--- src/design/tdpel_pkg.sv ---
package tdpel_pkg;

  localparam int unsigned MAX_SIZE = 128;
  localparam int unsigned POS_W    = $clog2(MAX_SIZE);
  localparam int unsigned IDX_W    = $clog2(MAX_SIZE + 1);
  localparam int unsigned SIZE_W   = 8;
  localparam int unsigned STATUS_W = 2;

  typedef enum logic [STATUS_W-1:0] {
    ST_OK      = 2'd0,
    ST_FIX     = 2'd1,
    ST_CORRUPT = 2'd2
  } status_e;

  // Odd-line counts only need to tell none, one and more than one apart.
  typedef enum logic [1:0] {
    CNT_NONE = 2'd0,
    CNT_ONE  = 2'd1,
    CNT_MANY = 2'd2
  } odd_cnt_e;

  // Control shared by every cell of the column parity chain.
  typedef struct packed {
    logic shift;
    logic clear;
  } chain_ctrl_t;

  function automatic odd_cnt_e cnt_bump(odd_cnt_e cnt, logic odd);
    odd_cnt_e res;
    res = cnt;
    if (odd) begin
      res = (cnt == CNT_NONE) ? CNT_ONE : CNT_MANY;
    end
    return res;
  endfunction

endpackage

--- src/design/tdpel_cell.sv ---
module tdpel_cell
  import tdpel_pkg::*;
(
  input  logic        clk_i,
  input  logic        rst_ni,
  input  chain_ctrl_t ctrl_i,
  input  logic        d_i,
  output logic        q_o
);

  logic par_q;
  logic par_d;

  always_comb begin
    par_d = par_q;
    if (ctrl_i.clear) begin
      par_d = 1'b0;
    end else if (ctrl_i.shift) begin
      par_d = d_i;
    end
  end

  always_ff @(posedge clk_i or negedge rst_ni) begin
    if (!rst_ni) begin
      par_q <= 1'b0;
    end else begin
      par_q <= par_d;
    end
  end

  assign q_o = par_q;

endmodule

--- src/design/tdpel_col_chain.sv ---
module tdpel_col_chain
  import tdpel_pkg::*;
(
  input  logic             clk_i,
  input  logic             rst_ni,
  input  chain_ctrl_t      ctrl_i,
  input  logic             head_i,
  input  logic [POS_W-1:0] tap_i,
  output logic             tap_o
);

  logic [MAX_SIZE-1:0] par;

  // Each item moves every column parity one cell along, so the parity of the
  // column about to be updated sits n-1 cells from the head.
  for (genvar i = 0; i < MAX_SIZE; i++) begin : g_cell
    logic d;
    if (i == 0) begin : g_head
      assign d = head_i;
    end else begin : g_body
      assign d = par[i-1];
    end
    tdpel_cell u_cell (
      .clk_i  (clk_i),
      .rst_ni (rst_ni),
      .ctrl_i (ctrl_i),
      .d_i    (d),
      .q_o    (par[i])
    );
  end

  assign tap_o = par[tap_i];

endmodule

--- src/design/two_d_parity_error_locator.sv ---
// Two-dimensional parity checker: takes one matrix bit per item in row-major
// order, one item per cycle while in_ready_o is high, and gives one result
// item on the last bit of each n x n matrix (n from matrix_size, 0 acts as
// 1, above 128 acts as 128), with the result registered. Column parities
// circulate through a chain of 128 one-bit cells that advances with every
// item. A result waiting at the output does not hold up input unless a
// second result would overwrite it. Writing matrix_size discards the matrix
// in progress.
module two_d_parity_error_locator
  import tdpel_pkg::*;
(
  input  logic                clk_i,
  input  logic                rst_ni,
  input  logic                matrix_size_we_i,
  input  logic [SIZE_W-1:0]   matrix_size_i,
  input  logic                in_valid_i,
  output logic                in_ready_o,
  input  logic                cell_bit_i,
  output logic                out_valid_o,
  input  logic                out_ready_i,
  output logic [STATUS_W-1:0] status_o,
  output logic [IDX_W-1:0]    error_row_o,
  output logic [IDX_W-1:0]    error_col_o
);

  logic [POS_W-1:0] last_q, last_d;
  logic [POS_W-1:0] row_q, row_d;
  logic [POS_W-1:0] col_q, col_d;
  logic             row_par_q, row_par_d;
  odd_cnt_e         row_cnt_q, row_cnt_d;
  odd_cnt_e         col_cnt_q, col_cnt_d;
  logic [IDX_W-1:0] row_x_q, row_x_d;
  logic [IDX_W-1:0] col_x_q, col_x_d;

  logic                out_valid_q, out_valid_d;
  logic [STATUS_W-1:0] status_q, status_d;
  logic [IDX_W-1:0]    err_row_q, err_row_d;
  logic [IDX_W-1:0]    err_col_q, err_col_d;

  logic        accept, last_col, last_row, done;
  logic        tap, col_par_new, row_par_new, col_odd, row_odd;
  odd_cnt_e    row_cnt_new, col_cnt_new;
  logic [IDX_W-1:0] row_x_new, col_x_new;
  chain_ctrl_t chain_ctrl;

  // Only the last bit of a matrix produces a result, so only that bit has to
  // wait for room in the output register.
  assign in_ready_o = !out_valid_q || out_ready_i || !done;
  assign accept     = in_valid_i && in_ready_o;

  assign last_col = (col_q == last_q);
  assign last_row = (row_q == last_q);
  assign done     = last_col && last_row;

  assign col_par_new = tap ^ cell_bit_i;
  assign row_par_new = row_par_q ^ cell_bit_i;
  assign col_odd     = last_row && col_par_new;
  assign row_odd     = last_col && row_par_new;

  assign row_cnt_new = cnt_bump(row_cnt_q, row_odd);
  assign col_cnt_new = cnt_bump(col_cnt_q, col_odd);
  assign row_x_new   = row_odd ? (row_x_q ^ ({1'b0, row_q} + IDX_W'(1))) : row_x_q;
  assign col_x_new   = col_odd ? (col_x_q ^ ({1'b0, col_q} + IDX_W'(1))) : col_x_q;

  assign chain_ctrl.shift = accept;
  assign chain_ctrl.clear = matrix_size_we_i || (accept && done);

  tdpel_col_chain u_chain (
    .clk_i  (clk_i),
    .rst_ni (rst_ni),
    .ctrl_i (chain_ctrl),
    .head_i (col_par_new),
    .tap_i  (last_q),
    .tap_o  (tap)
  );

  always_comb begin
    last_d    = last_q;
    row_d     = row_q;
    col_d     = col_q;
    row_par_d = row_par_q;
    row_cnt_d = row_cnt_q;
    col_cnt_d = col_cnt_q;
    row_x_d   = row_x_q;
    col_x_d   = col_x_q;

    if (matrix_size_we_i) begin
      if (matrix_size_i == '0) begin
        last_d = '0;
      end else if (matrix_size_i > SIZE_W'(MAX_SIZE)) begin
        last_d = POS_W'(MAX_SIZE - 1);
      end else begin
        last_d = POS_W'(matrix_size_i - SIZE_W'(1));
      end
      row_d     = '0;
      col_d     = '0;
      row_par_d = 1'b0;
      row_cnt_d = CNT_NONE;
      col_cnt_d = CNT_NONE;
      row_x_d   = '0;
      col_x_d   = '0;
    end else if (accept) begin
      if (done) begin
        row_d     = '0;
        col_d     = '0;
        row_par_d = 1'b0;
        row_cnt_d = CNT_NONE;
        col_cnt_d = CNT_NONE;
        row_x_d   = '0;
        col_x_d   = '0;
      end else begin
        row_cnt_d = row_cnt_new;
        col_cnt_d = col_cnt_new;
        row_x_d   = row_x_new;
        col_x_d   = col_x_new;
        if (last_col) begin
          col_d     = '0;
          row_d     = row_q + POS_W'(1);
          row_par_d = 1'b0;
        end else begin
          col_d     = col_q + POS_W'(1);
          row_par_d = row_par_new;
        end
      end
    end
  end

  always_comb begin
    out_valid_d = out_valid_q;
    status_d    = status_q;
    err_row_d   = err_row_q;
    err_col_d   = err_col_q;
    if (accept && done) begin
      out_valid_d = 1'b1;
      err_row_d   = '0;
      err_col_d   = '0;
      if (row_cnt_new == CNT_NONE && col_cnt_new == CNT_NONE) begin
        status_d = ST_OK;
      end else if (row_cnt_new == CNT_ONE && col_cnt_new == CNT_ONE) begin
        status_d  = ST_FIX;
        err_row_d = row_x_new;
        err_col_d = col_x_new;
      end else begin
        status_d = ST_CORRUPT;
      end
    end else if (out_ready_i) begin
      out_valid_d = 1'b0;
    end
  end

  always_ff @(posedge clk_i or negedge rst_ni) begin
    if (!rst_ni) begin
      last_q      <= POS_W'(3);
      row_q       <= '0;
      col_q       <= '0;
      row_par_q   <= 1'b0;
      row_cnt_q   <= CNT_NONE;
      col_cnt_q   <= CNT_NONE;
      row_x_q     <= '0;
      col_x_q     <= '0;
      out_valid_q <= 1'b0;
    end else begin
      last_q      <= last_d;
      row_q       <= row_d;
      col_q       <= col_d;
      row_par_q   <= row_par_d;
      row_cnt_q   <= row_cnt_d;
      col_cnt_q   <= col_cnt_d;
      row_x_q     <= row_x_d;
      col_x_q     <= col_x_d;
      out_valid_q <= out_valid_d;
    end
  end

  always_ff @(posedge clk_i) begin
    status_q  <= status_d;
    err_row_q <= err_row_d;
    err_col_q <= err_col_d;
  end

  assign out_valid_o = out_valid_q;
  assign status_o    = status_q;
  assign error_row_o = err_row_q;
  assign error_col_o = err_col_q;

endmodule

--- config.mk ---
export PLATFORM = sky130hd
export DESIGN_NAME = two_d_parity_error_locator
export DESIGN_NICKNAME = d
export VERILOG_FILES = /design/src/design/tdpel_pkg.sv /design/src/design/tdpel_cell.sv /design/src/design/tdpel_col_chain.sv /design/src/design/two_d_parity_error_locator.sv
export SDC_FILE = /design/constraint.sdc
export NUM_CORES = 1
export LEC_CHECK = 0
export BUFFER_PORTS_ARGS = -buffer_cell sky130_fd_sc_hd__buf_2
export CAP_MARGIN = 15
export CORE_UTILIZATION = 55
export CTS_CLUSTER_DIAMETER = 100
export DETAILED_ROUTE_END_ITERATION = 10
export PLACE_DENSITY_LB_ADDON = 0.12
export SETUP_SLACK_MARGIN = 0.15
export SYNTH_ARGS = -nofsm -noshare
export SYNTH_HDL_FRONTEND = slang
export SYNTH_SLANG_ARGS = --single-unit
export TNS_END_PERCENT = 1
--- constraint.sdc ---
create_clock -name clk_i -period 4.01 [get_ports clk_i]
set_input_delay 0.401 -clock clk_i [delete_from_list [all_inputs] [get_ports clk_i]]
set_output_delay 0.401 -clock clk_i [all_outputs]
set_load 0.05 [all_outputs]
==> results of run 1 <==
## Yosys cell counts (4+ instances only)
cell type | count | area, sq um
o31ai_1 | 5 | 37.5
o22ai_1 | 8 | 50.1
or3_1 | 4 | 25.0
xor2_1 | 11 | 96.3
nand4_1 | 6 | 37.5
mux4_2 | 24 | 541
edfxtp_1 | 18 | 541
o21ai_0 | 63 | 315
xnor2_1 | 27 | 236
inv_1 | 12 | 45.0
o211ai_1 | 7 | 52.6
clkbuf_1 | 21 | 78.8
buf_1 | 4 | 15.0
or2_2 | 13 | 81.3
and3_1 | 6 | 37.5
a22o_1 | 113 | 990
mux2i_1 | 18 | 180
dfrtp_1 | 169 | 4230
a21oi_1 | 19 | 95.1
nor3_2 | 4 | 40.0
nand2_1 | 87 | 327
nand2b_1 | 13 | 81.3
buf_2 | 21 | 105
ha_1 | 4 | 50.1
buf_6 | 6 | 67.6
nor2_1 | 41 | 154
nand3_1 | 9 | 45.0
nor3_1 | 9 | 45.0
a21o_1 | 9 | 67.6
mux2_2 | 15 | 169
## worst max-delay path: cells and delay by family, from the launching register on
family,cells,cell delay (ns)
AND/OR/NAND/NOR,4,0.70
XOR/XNOR,1,0.29
multiplexers,3,1.35
flip-flops,1,0.77
buffers and inverters,1,0.23
## sequential cells by signal (all words and copies together) (netlist names)
name,flops
u_chain.g_cell.u_cell.q_o,128
col_x_q,8
error_col_o,8
error_row_o,8
row_x_q,8
col_q,7
last_q,7
row_q,7
col_cnt_q,2
row_cnt_q,2
status_o,2
out_valid_o,1
row_par_q,1
## through the flow
step                      utilization  area [sq um]  instances  setup WS, ns  power (mW)
final                           0.630         10100       1044         0.499        3.93
after global routing            0.630         10100       1044         0.246        4.08
after CTS                       0.630         10100       1044         0.476        3.97
after detailed placement        0.594          9570       1012         0.499        2.32
after global placement          0.594          9570       1012         0.586        2.31
after floorplan                     -          9220        804         0.606        2.21
## power groups by stage
stage	Clock, mW	Sequential [mW]	Combinational (mW)
2_1_floorplan	0	1.99	0.220
3_3_place_gp	0	2.01	0.298
3_5_place_dp	0	2.02	0.305
4_1_cts	1.69	1.98	0.306
5_1_grt	1.76	1.98	0.335
6_report	1.65	1.98	0.304
## layout make-up
type                       instances  area (sq um)
fill                            1248          5970
timing repair buffer              47           339
multi-input combinational        548          4090
inverter                          12          45.0
tap                              216           270
sequential                       189          4820
clock buffer                      21           472
clock inverter                    11           106
## path summary, 6_finish.rpt
| check | cells after the start | to | from |
|---|---|---|---|
| min | 1 | row_x_q[6] | rst_ni |
| min reg2reg | 2 | u_chain.g_cell[64].u_cell.q_o | u_chain.g_cell[64].u_cell.q_o |
| min in group clk_i | 3 | last_q[6] | matrix_size_i[6] |
| max in group asynchronous | 2 | u_chain.g_cell[107].u_cell.q_o | rst_ni |
| max reg2reg | 9 | error_row_o[4] | last_q[0] |
| max | 9 | error_row_o[4] | last_q[0] |
## logic make-up after synthesis
kind of cell / after synthesis
AOI/OAI and AO/OA: 240
and+or+nand+nor: 205
DFF: 189
buffers and inverters: 67
muxes: 58
xor gates and xnor gates: 39
adders and majority gates: 6
## routing by layer
metal  GRT usage  up-vias  wire, microns
li1            -     2990              -
met1       0.348     3380           8830
met2       0.386      167           9830
met3      0.0409       21            781
met4      0.0840        0            259
met5           0        -              0
==> out/metrics.cfg, run 1 <==
[status]
status=finished, final reports clean

[routing]
drt_iter0_drc=694
vias=6558
wire_per_inst_microns=18.9
vias_per_cell=6.28
final_antenna_net_count=0
finalWirelength_mm=19.7
drtPass1Iterations=6
route.detailed.drc=0

[cells_and_area]
n_antenna_cell=0
layout_commonest_cell=dfrtp_1
final_cell_mix=dfrtp_1 (168), a22o_1 (113), nand2_1 (87)
fin_nets=833
area_growth_syn_to_layout_pct=10.0
drive_gt1_frac=0.174

[timing]
whs_ns=0.0794
rsz0062_at_grt=false
slew-limit-headroom=0.372
worstMarginPinSlew_ns=0.943
fin_crit_ns=3.51
drv_slew=0
finalSetupTns_ns=0
fin_worst_skew_ns=0.0140
hold_viol_final=0
setup_viol=0
period_share=0.876
clock.fmax_mhz=285

[clocking]
clkTransAtPathRegs_ns=0.07
cts_tree=yes
cts_num_sinks=189
cts_hold_buf=0
clock_latency_ns=0.43
h-tree-depth=4
cts_resized=0
clockRootBuffer=clkbuf_16
clk_path_buf_depth=2
cts_buffers=17
post-cts-setup-buffers=0

[placement]
dpl.hpwl_mm=12.6
gp_congestion=0.822
io_buffers=33

[logic_synthesis]
synth-async-reset-ratio=0.905
seq_area_frac_synth=0.523
synth_top_family_by_area=compound AO/OA/AOI/OAI gates
syn_avg_cell_area_sq_um=11.5
synth-simple-area-share=0.107
yosysWarnings=0
synth-xor-area-share=0.0379
synth_edf_count=18
syn_nets=822
synthFlopType=dfrtp_1
synth_fa_ha_area_frac=0.00760
synth_mux_area_frac=0.0989
netlist_instances=804
ys_seq_elements=189
synthesis.area_sq_mm=0.00922
synth-compound-area-share=0.190
synth.distinct_cells=54

[floorplan]
initial_utilization=0.572
io-pin-count=34
num_rows=46
core-area_sq_mm=0.0161
die_y_microns=131
die_w_microns=131
die_area_sq_mm=0.0173

[global_routing]
track_usage=0.246
grt_overflow_total=0
grt_max_degree=100
grt_pass1_wl_mm=33.7
antenna_found_initial=0
grt_pass1_vias=6423

[power_and_ir_drop]
power_switching_mw=0.967
intPower_mw=2.97
clkPwrFrac=0.420
vdd_drop_max_v=0.000303
p_leak_nw=4.48
seqPwrFrac=0.503
combPwrFrac=0.077
power_density_mw_per_mm2=388
switching_share=0.246

[hold_path]
hp-class=in -> async

[critical_path]
worstSetupStartpointType=register
crit_slowest_cell=dfstp_2
arrival_ns=3.77
r2r_slack_ns=0.50
critPathKind=reg -> reg
crit_fanout=23
cp-end-kind=register
slowest_delay_ns=0.77
crit_required_ns=4.27
crit_chain=buf_12 -> mux4_2 -> mux2i_1 -> nand2_1 -> nand4_1 -> nand4_2 -> mux2i_4 -> xnor2_2 -> nor3_1

[run]
drv_cap=0

No activity file was read; power rests on OpenSTA's default activity.
==> run 2: changes to the inputs <==
BUFFER_PORTS_ARGS = -buffer_cell sky130_fd_sc_hd__clkbuf_2   (was -buffer_cell sky130_fd_sc_hd__buf_2)
==> run 2 against run 1 <==
Non-clock buffer count up 1. Largest power group unchanged. Global-route usage fell by 0.67 points. Clock-buffer cell count shrank 4. First-iteration DRC count down 34%. Critical path type unchanged. Via count decreased by 1.7%. Critical endpoint is now col_x_q[4].
==> out/metrics.cfg, run 2 (same netlist as run 1, synthesis figures left out) <==
[status]
status=finished, final reports clean  ; unchanged

[global_routing]
grt_pass1_wl_mm=33.0  ; was 33.7 mm
grt_pass1_vias=6475  ; was 6423
grt_max_degree=109  ; was 100
antenna_found_initial=0  ; unchanged
grt_overflow_total=0  ; unchanged
track_usage=0.239  ; was 0.246

[clocking]
post-cts-setup-buffers=0  ; unchanged
clk_path_buf_depth=2  ; unchanged
cts_resized=0  ; unchanged
cts_tree=yes  ; unchanged
clkTransAtPathRegs_ns=0.07  ; about the same
clockRootBuffer=clkbuf_16  ; unchanged
cts_num_sinks=189  ; unchanged
cts_buffers=17  ; unchanged
clock_latency_ns=0.43  ; about the same
h-tree-depth=4  ; unchanged
cts_hold_buf=0  ; unchanged

[hold_path]
hp-class=in -> async  ; unchanged

[cells_and_area]
largest_register_ffs=128  ; unchanged
drive_gt1_frac=0.176  ; was 0.174
fin_nets=834  ; was 833
area_growth_syn_to_layout_pct=10.3  ; was 10.0%
n_antenna_cell=0  ; unchanged
fin_area_sq_mm=0.0102  ; was 0.0101 sq mm
layout_commonest_cell=dfrtp_1  ; unchanged
final_cell_mix=dfrtp_1 (168), a22o_1 (113), nand2_1 (87)  ; unchanged

[floorplan]
die_y_microns=131  ; unchanged
core-area_sq_mm=0.0161  ; unchanged
die_area_sq_mm=0.0173  ; unchanged
initial_utilization=0.572  ; unchanged
io-pin-count=34  ; unchanged
die_w_microns=131  ; unchanged
num_rows=46  ; unchanged

[routing]
vias=6444  ; was 6558
drtPass1Iterations=5  ; was 6
vias_per_cell=6.17  ; was 6.28
wire_per_inst_microns=18.7  ; was 18.9 microns
drt_iter0_drc=460  ; was 694
finalWirelength_mm=19.5  ; was 19.7 mm
final_antenna_net_count=0  ; unchanged
route.detailed.drc=0  ; unchanged

[power_and_ir_drop]
vdd_drop_max_v=0.000316  ; was 0.000303 V
p_leak_nw=4.48  ; about the same
power.total_mw=3.95  ; was 3.93 mW
power_density_mw_per_mm2=389  ; was 388 mW/mm^2

[placement]
io_buffers=33  ; unchanged
dpl.hpwl_mm=12.8  ; was 12.6 mm
gp_congestion=0.841  ; was 0.822
post_dp_cell_area_sq_mm=0.00959  ; was 0.00957 sq mm

[timing]
fin_worst_skew_ns=0.0100  ; was 0.0140 ns
fin_crit_ns=3.35  ; was 3.51 ns
rsz0062_at_grt=false  ; unchanged
finalSetupTns_ns=0  ; unchanged
period_share=0.834  ; was 0.876
drv_slew=0  ; unchanged
slew-limit-headroom=0.397  ; was 0.372
setup_viol=0  ; unchanged
clock.fmax_mhz=299  ; was 285 MHz
hold_viol_final=0  ; unchanged
worstMarginPinSlew_ns=0.904  ; was 0.943 ns

[critical_path]
crit_fanout=16  ; was 23
worstSetupStartpointType=register  ; unchanged
arrival_ns=3.68  ; was 3.77 ns
cp-end-kind=register  ; unchanged
crit_required_ns=4.34  ; was 4.27 ns
critPathKind=reg -> reg  ; unchanged

[run]
drv_cap=0  ; unchanged

## run 2: layer usage
layer | up-vias | share of wire | global-route usage | wire [microns]
met3 | 18 | 0.034 | 0.0502 | 660
met5 | - | 0 | 0 | 0
met1 | 3292 | 0.45 | 0.313 | 8750
met2 | 139 | 0.50 | 0.399 | 9830
met4 | 0 | 0.015 | 0.0736 | 289
li1 | 2995 | - | - | -
## run 2: report_power, final
part	total [mW]	leakage [nW]	switching [mW]	internal [mW]
sequential	1.97	2.57	0.0316	1.94
combinational	0.301	1.63	0.191	0.110
clock	1.68	0.278	0.752	0.928
total	3.95	4.48	0.975	2.98
## run 2: worst paths after layout
path / startpoint / end / slack, ns / cells after the start
setup / recovery: last_q[0] / col_x_q[4] / 0.66 / 10
hold / removal: rst_ni / row_x_q[5] / 0.05 / 1
setup reg to reg: last_q[0] / col_x_q[4] / 0.66 / 10
hold reg to reg: row_x_q[1] / row_x_q[1] / 0.50 / 1
max in group asynchronous: rst_ni / u_chain.g_cell[109].u_cell.q_o / 3.03 / 2
min in group clk_i: matrix_size_i[6] / last_q[6] / 0.31 / 3
## run 2: critical path, cell delays in order (launching register included)
cell and delay, ns:
dfstp_2 0.61, buf_4 0.29, mux4_2 0.53, mux2i_1 0.31, nand2_1 0.10, nand4_1 0.10, nand4_2 0.21, mux2i_4 0.39
buf_4 0.26, mux2_2 0.35, o211ai_1 0.10
## run 2: metrics by stage
step	instances	hold slack, ns	util	worst slack, ns
global placement	1013	0.483	0.595	0.754
CTS	1044	0.112	0.631	0.679
finish	1044	0.0526	0.631	0.665
detailed placement	1013	0.486	0.595	0.691
global route	1044	0.139	0.631	0.511
floorplan	804	0.105	-	0.606
## run 2: cell type report
class                      instances  area, sq um
clock inverter                    14          158
timing repair buffer              48          359
fill                            1262         5950
multi-input combinational        548         4090
clock buffer                      17          425
sequential                       189         4820
tap                              216          270
inverter                          12         45.0
